File: src/hdl/iafp_pkg.sv
`timescale 1ns / 1ps

package iafp_pkg;

  localparam int BYTE_W      = 8;
  localparam int POS_W       = 4;
  localparam int WORD_W      = 16;
  localparam int ANGLE_COUNT = 6;
  localparam int ANGLE_IDX_W = 3;
  localparam int CFG_IDX_W   = 2;

  // Frame positions: data bytes start at 2, checksum byte sits at 10
  localparam logic [POS_W-1:0] FIRST_DATA_POS = 4'd2;
  localparam logic [POS_W-1:0] ANGLE_END_POS  = 4'd8;
  localparam logic [POS_W-1:0] LAST_POS       = 4'd10;

  // Configuration register indexes
  localparam logic [CFG_IDX_W-1:0] CFG_IDX_SYNC = 2'd0;
  localparam logic [CFG_IDX_W-1:0] CFG_IDX_TYPE = 2'd1;

  localparam logic [BYTE_W-1:0] SYNC_RESET = 8'h55;
  localparam logic [BYTE_W-1:0] TYPE_RESET = 8'h53;

  typedef struct packed {
    logic signed [WORD_W-1:0] roll_raw;
    logic signed [WORD_W-1:0] pitch_raw;
    logic signed [WORD_W-1:0] yaw_raw;
    logic                     checksum_ok;
  } iafp_result_t;

endpackage

File: src/hdl/iafp_parse_core.sv
`timescale 1ns / 1ps

module iafp_parse_core (
  input  logic                          clk,
  input  logic                          rst_n,
  input  logic                          step,
  input  logic [iafp_pkg::BYTE_W-1:0]   rx_byte,
  input  logic [iafp_pkg::BYTE_W-1:0]   sync_byte,
  input  logic [iafp_pkg::BYTE_W-1:0]   type_byte,
  output logic                          res_valid,
  output iafp_pkg::iafp_result_t        res
);
  import iafp_pkg::*;

  logic                   in_frame_r, in_frame_nxt;
  logic [POS_W-1:0]       idx_r, idx_nxt;
  logic [BYTE_W-1:0]      prev_r, prev_prev_r;
  logic [BYTE_W-1:0]      sum_r, sum_nxt;
  logic [BYTE_W-1:0]      angle_r [ANGLE_COUNT];

  logic                   start_c;
  logic                   frame_c;
  logic                   last_c;
  logic                   store_c;
  logic [POS_W-1:0]       pos_c;
  logic [POS_W-1:0]       off_c;
  logic [ANGLE_IDX_W-1:0] store_idx;
  logic [BYTE_W-1:0]      sum_c;
  logic                   ok_c;

  // Detect header, pick effective frame position and running sum
  always_comb begin
    start_c   = !in_frame_r && (prev_r == type_byte) && (prev_prev_r == sync_byte);
    frame_c   = in_frame_r || start_c;
    pos_c     = start_c ? FIRST_DATA_POS : idx_r;
    sum_c     = start_c ? BYTE_W'(sync_byte + type_byte) : sum_r;
    last_c    = frame_c && (pos_c >= LAST_POS);
    store_c   = frame_c && (pos_c >= FIRST_DATA_POS) && (pos_c < ANGLE_END_POS);
    off_c     = pos_c - FIRST_DATA_POS;
    store_idx = off_c[ANGLE_IDX_W-1:0];
    ok_c      = (sum_c == rx_byte);
  end

  // Advance frame position and running sum
  always_comb begin
    in_frame_nxt = frame_c && !last_c;
    sum_nxt      = sum_r;
    idx_nxt      = idx_r;
    if (last_c) begin
      idx_nxt = '0;
    end else if (frame_c) begin
      idx_nxt = pos_c + POS_W'(1);
      sum_nxt = BYTE_W'(sum_c + rx_byte);
    end
  end

  always_ff @(posedge clk) begin
    if (!rst_n) begin
      in_frame_r  <= 1'b0;
      idx_r       <= '0;
      prev_r      <= '0;
      prev_prev_r <= '0;
      sum_r       <= '0;
    end else if (step) begin
      in_frame_r  <= in_frame_nxt;
      idx_r       <= idx_nxt;
      sum_r       <= sum_nxt;
      prev_prev_r <= prev_r;
      prev_r      <= rx_byte;
    end
  end

  // Capture angle data bytes
  always_ff @(posedge clk) begin
    if (step && store_c) begin
      angle_r[store_idx] <= rx_byte;
    end
  end

  // Build the result on the checksum byte; zero the angles on a mismatch
  always_comb begin
    res_valid       = step && last_c;
    res.checksum_ok = ok_c;
    res.roll_raw    = ok_c ? {angle_r[1], angle_r[0]} : '0;
    res.pitch_raw   = ok_c ? {angle_r[3], angle_r[2]} : '0;
    res.yaw_raw     = ok_c ? {angle_r[5], angle_r[4]} : '0;
  end

endmodule

File: src/hdl/iafp_out_reg.sv
`timescale 1ns / 1ps

module iafp_out_reg (
  input  logic                    clk,
  input  logic                    rst_n,
  input  logic                    load,
  input  iafp_pkg::iafp_result_t  res,
  input  logic                    out_stall,
  output logic                    out_valid,
  output logic                    slot_free,
  output iafp_pkg::iafp_result_t  out_res
);
  import iafp_pkg::*;

  logic         valid_r, valid_nxt;
  iafp_result_t res_r;

  // Slot frees when empty or when the held result transfers this cycle
  always_comb begin
    slot_free = !valid_r || !out_stall;
    valid_nxt = valid_r;
    if (load) begin
      valid_nxt = 1'b1;
    end else if (!out_stall) begin
      valid_nxt = 1'b0;
    end
  end

  always_ff @(posedge clk) begin
    if (!rst_n) begin
      valid_r <= 1'b0;
    end else begin
      valid_r <= valid_nxt;
    end
  end

  // Hold payload until the next load
  always_ff @(posedge clk) begin
    if (load) begin
      res_r <= res;
    end
  end

  assign out_valid = valid_r;
  assign out_res   = res_r;

endmodule

File: src/hdl/imu_angle_frame_parser.sv
`timescale 1ns / 1ps
// Channel  Direction  Handshake             Payload
// in       input      in_valid / in_stall   in_rx_byte (8)
// out      output     out_valid / out_stall out_roll_raw, out_pitch_raw, out_yaw_raw,
//                                           out_checksum_ok
// cfg      input      cfg_wr_en             cfg_index (2), cfg_wdata (8)
//
// One byte per cycle is taken while the result side is not stalled.
// A byte waits in the input register; when the parser steps, a result loads
// the output register that drives out_valid.
// rst_n is synchronous; it clears frame state, byte history and both valids.
// While a result is held under out_stall, at most one more byte is taken into
// the input register, then in_stall rises until the held result transfers.

module imu_angle_frame_parser (
  input  logic                          clk,
  input  logic                          rst_n,
  input  logic                          in_valid,
  output logic                          in_stall,
  input  logic [iafp_pkg::BYTE_W-1:0]   in_rx_byte,
  output logic                          out_valid,
  input  logic                          out_stall,
  output logic signed [iafp_pkg::WORD_W-1:0] out_roll_raw,
  output logic signed [iafp_pkg::WORD_W-1:0] out_pitch_raw,
  output logic signed [iafp_pkg::WORD_W-1:0] out_yaw_raw,
  output logic                          out_checksum_ok,
  input  logic                          cfg_wr_en,
  input  logic [iafp_pkg::CFG_IDX_W-1:0] cfg_index,
  input  logic [iafp_pkg::BYTE_W-1:0]   cfg_wdata
);
  import iafp_pkg::*;

  logic              in_valid_r, in_valid_nxt;
  logic [BYTE_W-1:0] byte_r;
  logic [BYTE_W-1:0] sync_r, sync_nxt;
  logic [BYTE_W-1:0] type_r, type_nxt;
  logic              accept;
  logic              advance;
  logic              step;
  logic              slot_free;
  logic              res_valid;
  iafp_result_t      res;
  iafp_result_t      out_res;

  // Configuration writes; drop unknown indexes
  always_comb begin
    sync_nxt = sync_r;
    type_nxt = type_r;
    if (cfg_wr_en) begin
      unique case (cfg_index)
        CFG_IDX_SYNC: sync_nxt = cfg_wdata;
        CFG_IDX_TYPE: type_nxt = cfg_wdata;
        default: ;
      endcase
    end
  end

  always_ff @(posedge clk) begin
    if (!rst_n) begin
      sync_r <= SYNC_RESET;
      type_r <= TYPE_RESET;
    end else begin
      sync_r <= sync_nxt;
      type_r <= type_nxt;
    end
  end

  // Input register: advance when the result slot is free
  always_comb begin
    advance      = slot_free;
    in_stall     = in_valid_r && !advance;
    accept       = in_valid && !in_stall;
    step         = in_valid_r && advance;
    in_valid_nxt = in_valid_r;
    if (accept) begin
      in_valid_nxt = 1'b1;
    end else if (advance) begin
      in_valid_nxt = 1'b0;
    end
  end

  always_ff @(posedge clk) begin
    if (!rst_n) begin
      in_valid_r <= 1'b0;
    end else begin
      in_valid_r <= in_valid_nxt;
    end
  end

  always_ff @(posedge clk) begin
    if (accept) begin
      byte_r <= in_rx_byte;
    end
  end

  iafp_parse_core u_core (
    .clk       (clk),
    .rst_n     (rst_n),
    .step      (step),
    .rx_byte   (byte_r),
    .sync_byte (sync_r),
    .type_byte (type_r),
    .res_valid (res_valid),
    .res       (res)
  );

  iafp_out_reg u_out (
    .clk       (clk),
    .rst_n     (rst_n),
    .load      (res_valid),
    .res       (res),
    .out_stall (out_stall),
    .out_valid (out_valid),
    .slot_free (slot_free),
    .out_res   (out_res)
  );

  assign out_roll_raw    = out_res.roll_raw;
  assign out_pitch_raw   = out_res.pitch_raw;
  assign out_yaw_raw     = out_res.yaw_raw;
  assign out_checksum_ok = out_res.checksum_ok;

endmodule

File: config.mk
export PLATFORM = sky130hd
export DESIGN_NAME = imu_angle_frame_parser
export DESIGN_NICKNAME = d
export VERILOG_FILES = /design/src/hdl/iafp_pkg.sv /design/src/hdl/iafp_parse_core.sv /design/src/hdl/iafp_out_reg.sv /design/src/hdl/imu_angle_frame_parser.sv
export SDC_FILE = /design/constraint.sdc
export NUM_CORES = 1
export LEC_CHECK = 0
export ABC_AREA = 1
export BUFFER_PORTS_ARGS = -buffer_cell sky130_fd_sc_hd__buf_2
export CORE_UTILIZATION = 55
export CTS_BUF_LIST = sky130_fd_sc_hd__clkbuf_16
export DETAILED_ROUTE_END_ITERATION = 10
export PLACE_DENSITY = 0.73
export SYNTH_ARGS = -nofsm -noshare
export SYNTH_HDL_FRONTEND = slang
export SYNTH_SLANG_ARGS = --single-unit
export TNS_END_PERCENT = 20
File: constraint.sdc
create_clock -name clk -period 3.94 [get_ports clk]
set_input_delay 0.788 -clock clk [delete_from_list [all_inputs] [get_ports clk]]
set_output_delay 0.788 -clock clk [all_outputs]
set_load 0.02 [all_outputs]
## Word level (Yosys, flattened, before mapping)

Memory sizes are Yosys's and may differ from the RTL's. A register that Yosys moved wholly into a read port is not among the register bits.
Cells that the tools add are included.

- Bits in registers: 56
- Memory bits (writable): 48
- Input port bits: 23
- Output and inout bits: 51
- Word-level logic and storage cells: 67
- Memories: 1

Memories:

| memory | depth | bits a word | read ports | clocked after Yosys merged registers in | wr ports | line | RTL |
|---|---|---|---|---|---|---|---|
| u_core.angle_r | 6 | 8 | 6 | 6 | 1 | iafp_parse_core.sv:19 | `logic [BYTE_W-1:0] angle_r [ANGLE_COUNT];` |

- Add/subtract/negate cells: 4
- $lt $le $gt $ge: 3
- Eq/ne operators: 5
- Multiplexer cells: 10
- Bitwise gates (word level): 1
- Reduce and logical (&&, ||, !) cells: 32

Operator list:

| kind | count |
|---|---|
| 8-bit equality test | 3 |
| 8-bit adder | 2 |
| 1-bit zero test | 12 |
| 4-bit two-way mux | 3 |
| 1-bit logical AND | 11 |
| 8-bit two-way mux | 1 |
| 1-bit two-way mux | 6 |
| 2-bit AND reduction | 3 |
| 4-bit by 1-bit adder with 4-bit output, second input constant | 1 |
| 4-bit by 2-bit greater-or-equal comparator with 1-bit output, second input constant | 1 |
| 4-bit greater-or-equal comparator, second input constant | 1 |
| 4-bit less-than comparator, second input constant | 1 |
| 2-bit nonzero test | 2 |
| 3-bit AND reduction | 1 |
| 3-bit by 2-bit subtractor with 3-bit output, second input constant | 1 |
| 2-bit by 1-bit equality test with 1-bit output, second input constant | 1 |
| 2-bit zero test | 1 |
| 1-bit logical OR | 2 |
| 2-bit by 1-bit inequality test with 1-bit output, second input constant | 1 |
| 1-bit NOT | 1 |

## Logic depth before layout (Yosys ltp)

- Word-level depth: 10
- Depth in mapped cells: 21
- Gate-level depth less buffers: 19

## By module

From an unflattened synthesis, not the netlist that was laid out.

- Cells, all modules: 669
- Area total of the unflattened synthesis: 6560.0 µm²

By module, submodules not included:

| module | instances | cells an instance | area each (µm²) | seq. area each (µm²) |
|---|---|---|---|---|
| iafp_parse_core | 1 | 508 | 4076.4 | 2021.9 |
| iafp_out_reg | 1 | 54 | 1514.0 | 1491.4 |
| imu_angle_frame_parser | 1 | 107 | 969.7 | 580.6 |

## Worst setup path after synthesis

OpenSTA, ideal clock, no wires.

- Kind: register -> register
- Start: reg sync_r[0]
- End: reg u_out.out_res[1] (netlist name)
- Setup time: 0.135 ns
- Data arrival time: 3.052 ns
- Required time: 3.805 ns
- Slack: 0.753 ns
- Cell stages (with the launch flop): 18
- Buffers on the path: 2
- Clock period less this slack: 3.187 ns
- Cell sequence: dfxtp_1 > ha_1 > fa_1 > nand3_1 > nand2_1 > nand2_1 > nand2_1 > a21oi_1 > xor2_1 > mux2_2 > inv_1 > ha_1 > or4_1 > nor4_2 > nand3_2 > buf_6 > buf_8 > nor2_2

- Word-level cells in the longest chain between the ends: 6
- Elaborated cells between the ends (all ways): 11
- Classes of those cells: add/sub (1); order compare (1); eq/ne (2); mux (2); reduce/logical (5)

Ends and longest elaborated chain:

| item | line | RTL |
|---|---|---|
| start, declared | imu_angle_frame_parser.sv:35 | `logic [BYTE_W-1:0] sync_r, sync_nxt;` |
| start signal, assigned | imu_angle_frame_parser.sv:63 | `sync_r <= sync_nxt;` |
| branches (longest 6 deep; another with 8-bit adder) | - |  |

Parallel ways; which one is timed is not known.
A chain may end at the register's enable or synchronous reset.

## Worst setup path in the final report

- Start: reg type_r[0]
- End: reg u_out.out_res[23] (netlist name)

- Word-level cells in the longest chain between the ends: 7
- Elaborated cells between the ends (all ways): 12
- Classes of those cells: add/sub (1); order compare (1); eq/ne (2); mux (2); reduce/logical (6)

Ends and longest elaborated chain:

| item | line | RTL |
|---|---|---|
| start, declared | imu_angle_frame_parser.sv:36 | `logic [BYTE_W-1:0] type_r, type_nxt;` |
| start signal, assigned | imu_angle_frame_parser.sv:64 | `type_r <= type_nxt;` |
| 8-bit equality test | iafp_parse_core.sv:33 | `start_c = !in_frame_r && (prev_r == type_byte) && (prev_prev_r == sync_byte);` |
| 1-bit logical AND (2 in series) | iafp_parse_core.sv:33 |  |
| 4-bit two-way mux | iafp_parse_core.sv:35 | `pos_c = start_c ? FIRST_DATA_POS : idx_r;` |
| 4-bit greater-or-equal comparator | iafp_parse_core.sv:37 | `last_c = frame_c && (pos_c >= LAST_POS);` |
| 1-bit logical AND | iafp_parse_core.sv:37 |  |
| 1-bit logical AND | iafp_parse_core.sv:82 | `res_valid = step && last_c;` |

Several ways; a longest one is shown, not always the timed one.

==> impl_results.md <==
- Run status: complete, no violations
- Detail-routed net length per standard cell: 14.5 um
- Flip-flop and latch count after synthesis: 152
- Net total in the final layout: 744
- Data required, critical path: 4.21 ns
- Resized cells post-CTS: 0
- Gr usage total: between 20 and 25%
- Max Buffers Root-to-Sink: 2
- Worst reg-to-reg setup slack: 0.41 ns
- Net Count, Synth: 660
- H-tree lvl count: 4
- Gr ovfl total: 0
- Routability congestion estimate: 0.888
- Post-route DRC violation count: 0
- Num rows: 39
- First-pass GRT wire length: 20700 um
- Clk_skew: 0.00750 ns
- Final Cycle Share: 89.7%
- Clock insertion delay at the later pin of the skew report: 0.43 ns
- Placed Area: roughly 0.007 mm2
- Largest area contributor in the netlist: sky130_fd_sc_hd__edfxtp_1
- Switching power of the nets: 0.735 mW
- Worst hold start: u_core.sum_r[6]
- Final Routed Wirelength: ~12000 um
- Placed wire-length estimate: 8350 um
- Final non-filler cell area: 0.00758 mm2
- Overall die width: 111 um
- MaxCap Viol Count: 0
- Number of buffers inserted by post-CTS setup repair: 0
- Async set-reset flop share out of synthesis: 0%
- Num Clock Sinks: between 150 and 200
- Die height: ~110 um
- Fmax: ~280 MHz
- Fraction of layout instances using a drive strength above 1: 20.6%
- Class of the most critical setup path: register to register
- P_int: 2.89 mW
- Via count of the first global-routing pass: 4266
- Worst R2R End: u_out.out_res[23]
- Share of the yosys chip area belonging to registers: 63.2%
- Portion of total power attributed to combinational logic: 4.6%
- Switch share: around 20%
- Clk Tree Root Cell: sky130_fd_sc_hd__clkbuf_16
- Gate Count Post-Synth: just over 600
- Total clock buffers created by CTS: 17
- Hold buffer count at cts: 0
- Number of enable flip-flop cells after synthesis: 105
- Antenna violations before repair: 0
- Dominant register cell in the synthesized netlist: sky130_fd_sc_hd__edfxtp_1
- Hold path endpoint: u_core.sum_r[6]
- Area share of the leading cell type in the synthesized netlist: 48.7%
- Core area: 0.0115 mm2
- Number of detailed-route iterations in the first pass: 4
- Part of the total power dissipated in sequential elements: 48.8%
- Unrepaired setup endpoints after global routing: false
- Area Growth Syn to Fin: 17.1%
- Worst min path class: register to register
- Synthesized area per cell: 10.4 um2
- Top fanout value on the critical path: 49
- Full die area: 0.0122 mm2
- Time the worst path needs with I/O delays and setup: between 3 and 4 ns
- Reg clk slew, reported paths: about 0.060 ns
- Number of cells on the worst reg-to-reg path: 16
- Reg-to-reg critical path startpoint: type_r[0]
- WP data arrival: ~3.8 ns
- Via density per instance: 5.09
- Clock share of power: 46.6%
- Startpoint class of the critical path: register
- Port bufs: 73
- Total via count after detailed routing: 4364
- Largest net degree at the start of global routing: 50
- Finish-stage setup viols: 0
- Worst slew margin relative to its limit: between 40 and 50%
- Final count of hold timing violations: 0
- Number of routed nets with antenna violations: 0
- Fin Setup TNS: 0 ns
- P per Cell Area: roughly 480 mW/mm2
- Iteration-0 DRC Markers: 293
- Pleak: slightly above 3 nW
- Yosys synthesis warning count: 0
- Diodes inserted: 0
- Worst vdd rail ir drop: ~0.50 mV
- Post-synthesis instance area: 0.00648 mm2
- Count of cell types in the netlist: 37
- Synth top area cells: sky130_fd_sc_hd__edfxtp_1, sky130_fd_sc_hd__dfxtp_1, sky130_fd_sc_hd__nand2_1
- Category of the worst setup path capture point: register
- IO Pins: 74
- Least-Margin Pin Slew: roughly 0.82 ns
- CTS tree: built
- Cells on Worst Hold Path: 2
- Max-slew violations: 0
- Initial standard-cell utilization of the core: between 50% and 60%
-- flip-flops by register name, indices dropped and copies added, names as in the netlist --
signal / count
u_core.sum_r: 8
u_core.prev_r: 8
in_valid_r: 1
sync_r: 8
u_out.out_res: 49
u_core.angle_r: 48
u_core.prev_prev_r: 8
u_core.idx_r: 4
u_core.in_frame_r: 1
type_r: 8
u_out.out_valid: 1
byte_r: 8
-- kinds of logic (layout without fill, tap and decap cells) --
group | count (synthesis) | after routing | share of synthesized area (%)
flip-flops | 152 | 152 | 63.2
XOR/XNOR | 14 | 14 | 1.89
AO/OA/AOI/OAI | 89 | 89 | 7.73
AND/OR/NAND/NOR | 221 | 221 | 15.2
adder cells (fa/ha/maj) | 17 | 17 | 3.52
multiplexers | 3 | 3 | 0.522
buffers and inverters | 124 | 219 | 7.90
-- power by group through the flow --
stage / clock [mW] / sequential, mW / combinational (mW)
global route: 1.78 / 1.77 / 0.189
floorplan: 0 / 1.78 / 0.121
global placement: 0 / 1.80 / 0.163
CTS: 1.71 / 1.77 / 0.167
finish: 1.69 / 1.77 / 0.167
detailed placement: 0 / 1.80 / 0.165
-- how the worst max path moves through the flow --
stage / start / end / slack [ns]
final: type_r[0] / u_out.out_res[23] / 0.41
after global routing: type_r[0] / u_out.out_res[23] / 0.09
after CTS: type_r[0] / u_out.out_res[14] / 0.38
after detailed placement: type_r[0] / u_out.out_res[14] / 0.42
after global placement: sync_r[0] / u_out.out_res[40] / 0.60
after floorplan: sync_r[0] / u_out.out_res[1] / 0.75
-- worst max-delay path: stages (launching register included) --
cell and delay [ns]:
sky130_fd_sc_hd__dfxtp_1 0.33, sky130_fd_sc_hd__ha_1 0.22, sky130_fd_sc_hd__fa_1 0.41, sky130_fd_sc_hd__nand3_1 0.11, sky130_fd_sc_hd__nand2_1 0.09, sky130_fd_sc_hd__nand2_1 0.07, sky130_fd_sc_hd__nand2_1 0.05, sky130_fd_sc_hd__a21oi_1 0.15
sky130_fd_sc_hd__xor2_1 0.15, sky130_fd_sc_hd__mux2_2 0.15, sky130_fd_sc_hd__inv_1 0.03, sky130_fd_sc_hd__ha_1 0.32, sky130_fd_sc_hd__or4_1 0.50, sky130_fd_sc_hd__nor4_2 0.21, sky130_fd_sc_hd__nand3_2 0.08, sky130_fd_sc_hd__buf_4 0.29
sky130_fd_sc_hd__nor2_1 0.18
-- cells in the mapped netlist, types with 3 or more instances --
| library cell | instances |
|---|---|
| sky130_fd_sc_hd__o21ai_1 | 6 |
| sky130_fd_sc_hd__inv_2 | 9 |
| sky130_fd_sc_hd__buf_6 | 4 |
| sky130_fd_sc_hd__o211ai_1 | 7 |
| sky130_fd_sc_hd__nor3_1 | 4 |
| sky130_fd_sc_hd__nor2_2 | 15 |
| sky130_fd_sc_hd__ha_1 | 15 |
| sky130_fd_sc_hd__buf_2 | 4 |
| sky130_fd_sc_hd__dfxtp_1 | 47 |
| sky130_fd_sc_hd__nor2_1 | 69 |
| sky130_fd_sc_hd__mux2_2 | 3 |
| sky130_fd_sc_hd__xor2_1 | 7 |
| sky130_fd_sc_hd__a21oi_1 | 40 |
| sky130_fd_sc_hd__nand3_1 | 17 |
| sky130_fd_sc_hd__nand3_2 | 5 |
| sky130_fd_sc_hd__o21ai_0 | 30 |
| sky130_fd_sc_hd__inv_1 | 99 |
| sky130_fd_sc_hd__clkbuf_1 | 6 |
| sky130_fd_sc_hd__xnor2_1 | 7 |
| sky130_fd_sc_hd__edfxtp_1 | 105 |
| sky130_fd_sc_hd__nand4_1 | 3 |
| sky130_fd_sc_hd__nand2_1 | 100 |
-- routing by layer --
metal	global-route usage (%)	share of wire, %	routed length, um
met2	36.1	49	6100
met1	27.0	42	5230
met4	10.8	2.7	337
met3	5.98	6.0	744
met5	0	0	0
-- cell type report --
cell class | count | area [um2]
Sequential cell | 152 | 4090
Fill cell | 875 | 3880
Multi-Input combinational cell | 344 | 1870
Clock buffer | 17 | 425
Timing Repair Buffer | 80 | 418
Inverter | 109 | 409
Clock inverter | 13 | 188
Tap cell | 143 | 179
-- cell usage in the layout (no fill, tap or decap), types with 15 or more instances in the layout --
cell type	instances
sky130_fd_sc_hd__a21oi_1	40
sky130_fd_sc_hd__buf_2	73
sky130_fd_sc_hd__clkbuf_16	17
sky130_fd_sc_hd__dfxtp_1	47
sky130_fd_sc_hd__edfxtp_1	105
sky130_fd_sc_hd__ha_1	15
sky130_fd_sc_hd__inv_1	100
sky130_fd_sc_hd__nand2_1	100
sky130_fd_sc_hd__nand3_1	17
sky130_fd_sc_hd__nor2_1	69
sky130_fd_sc_hd__nor2_2	15
sky130_fd_sc_hd__o21ai_0	30
-- metrics by stage --
step,instances,util (%),power (mW),worst slack (ns),hold slack (ns)
floorplan,620,-,1.90,0.753,0.425
detailed placement,828,60.8,1.97,0.422,0.441
finish,858,66.1,3.63,0.406,0.448
global placement,828,60.8,1.96,0.602,0.436
CTS,858,66.1,3.65,0.384,0.450
global route,858,66.1,3.74,0.0906,0.499
(Power assumes the default switching activity.)
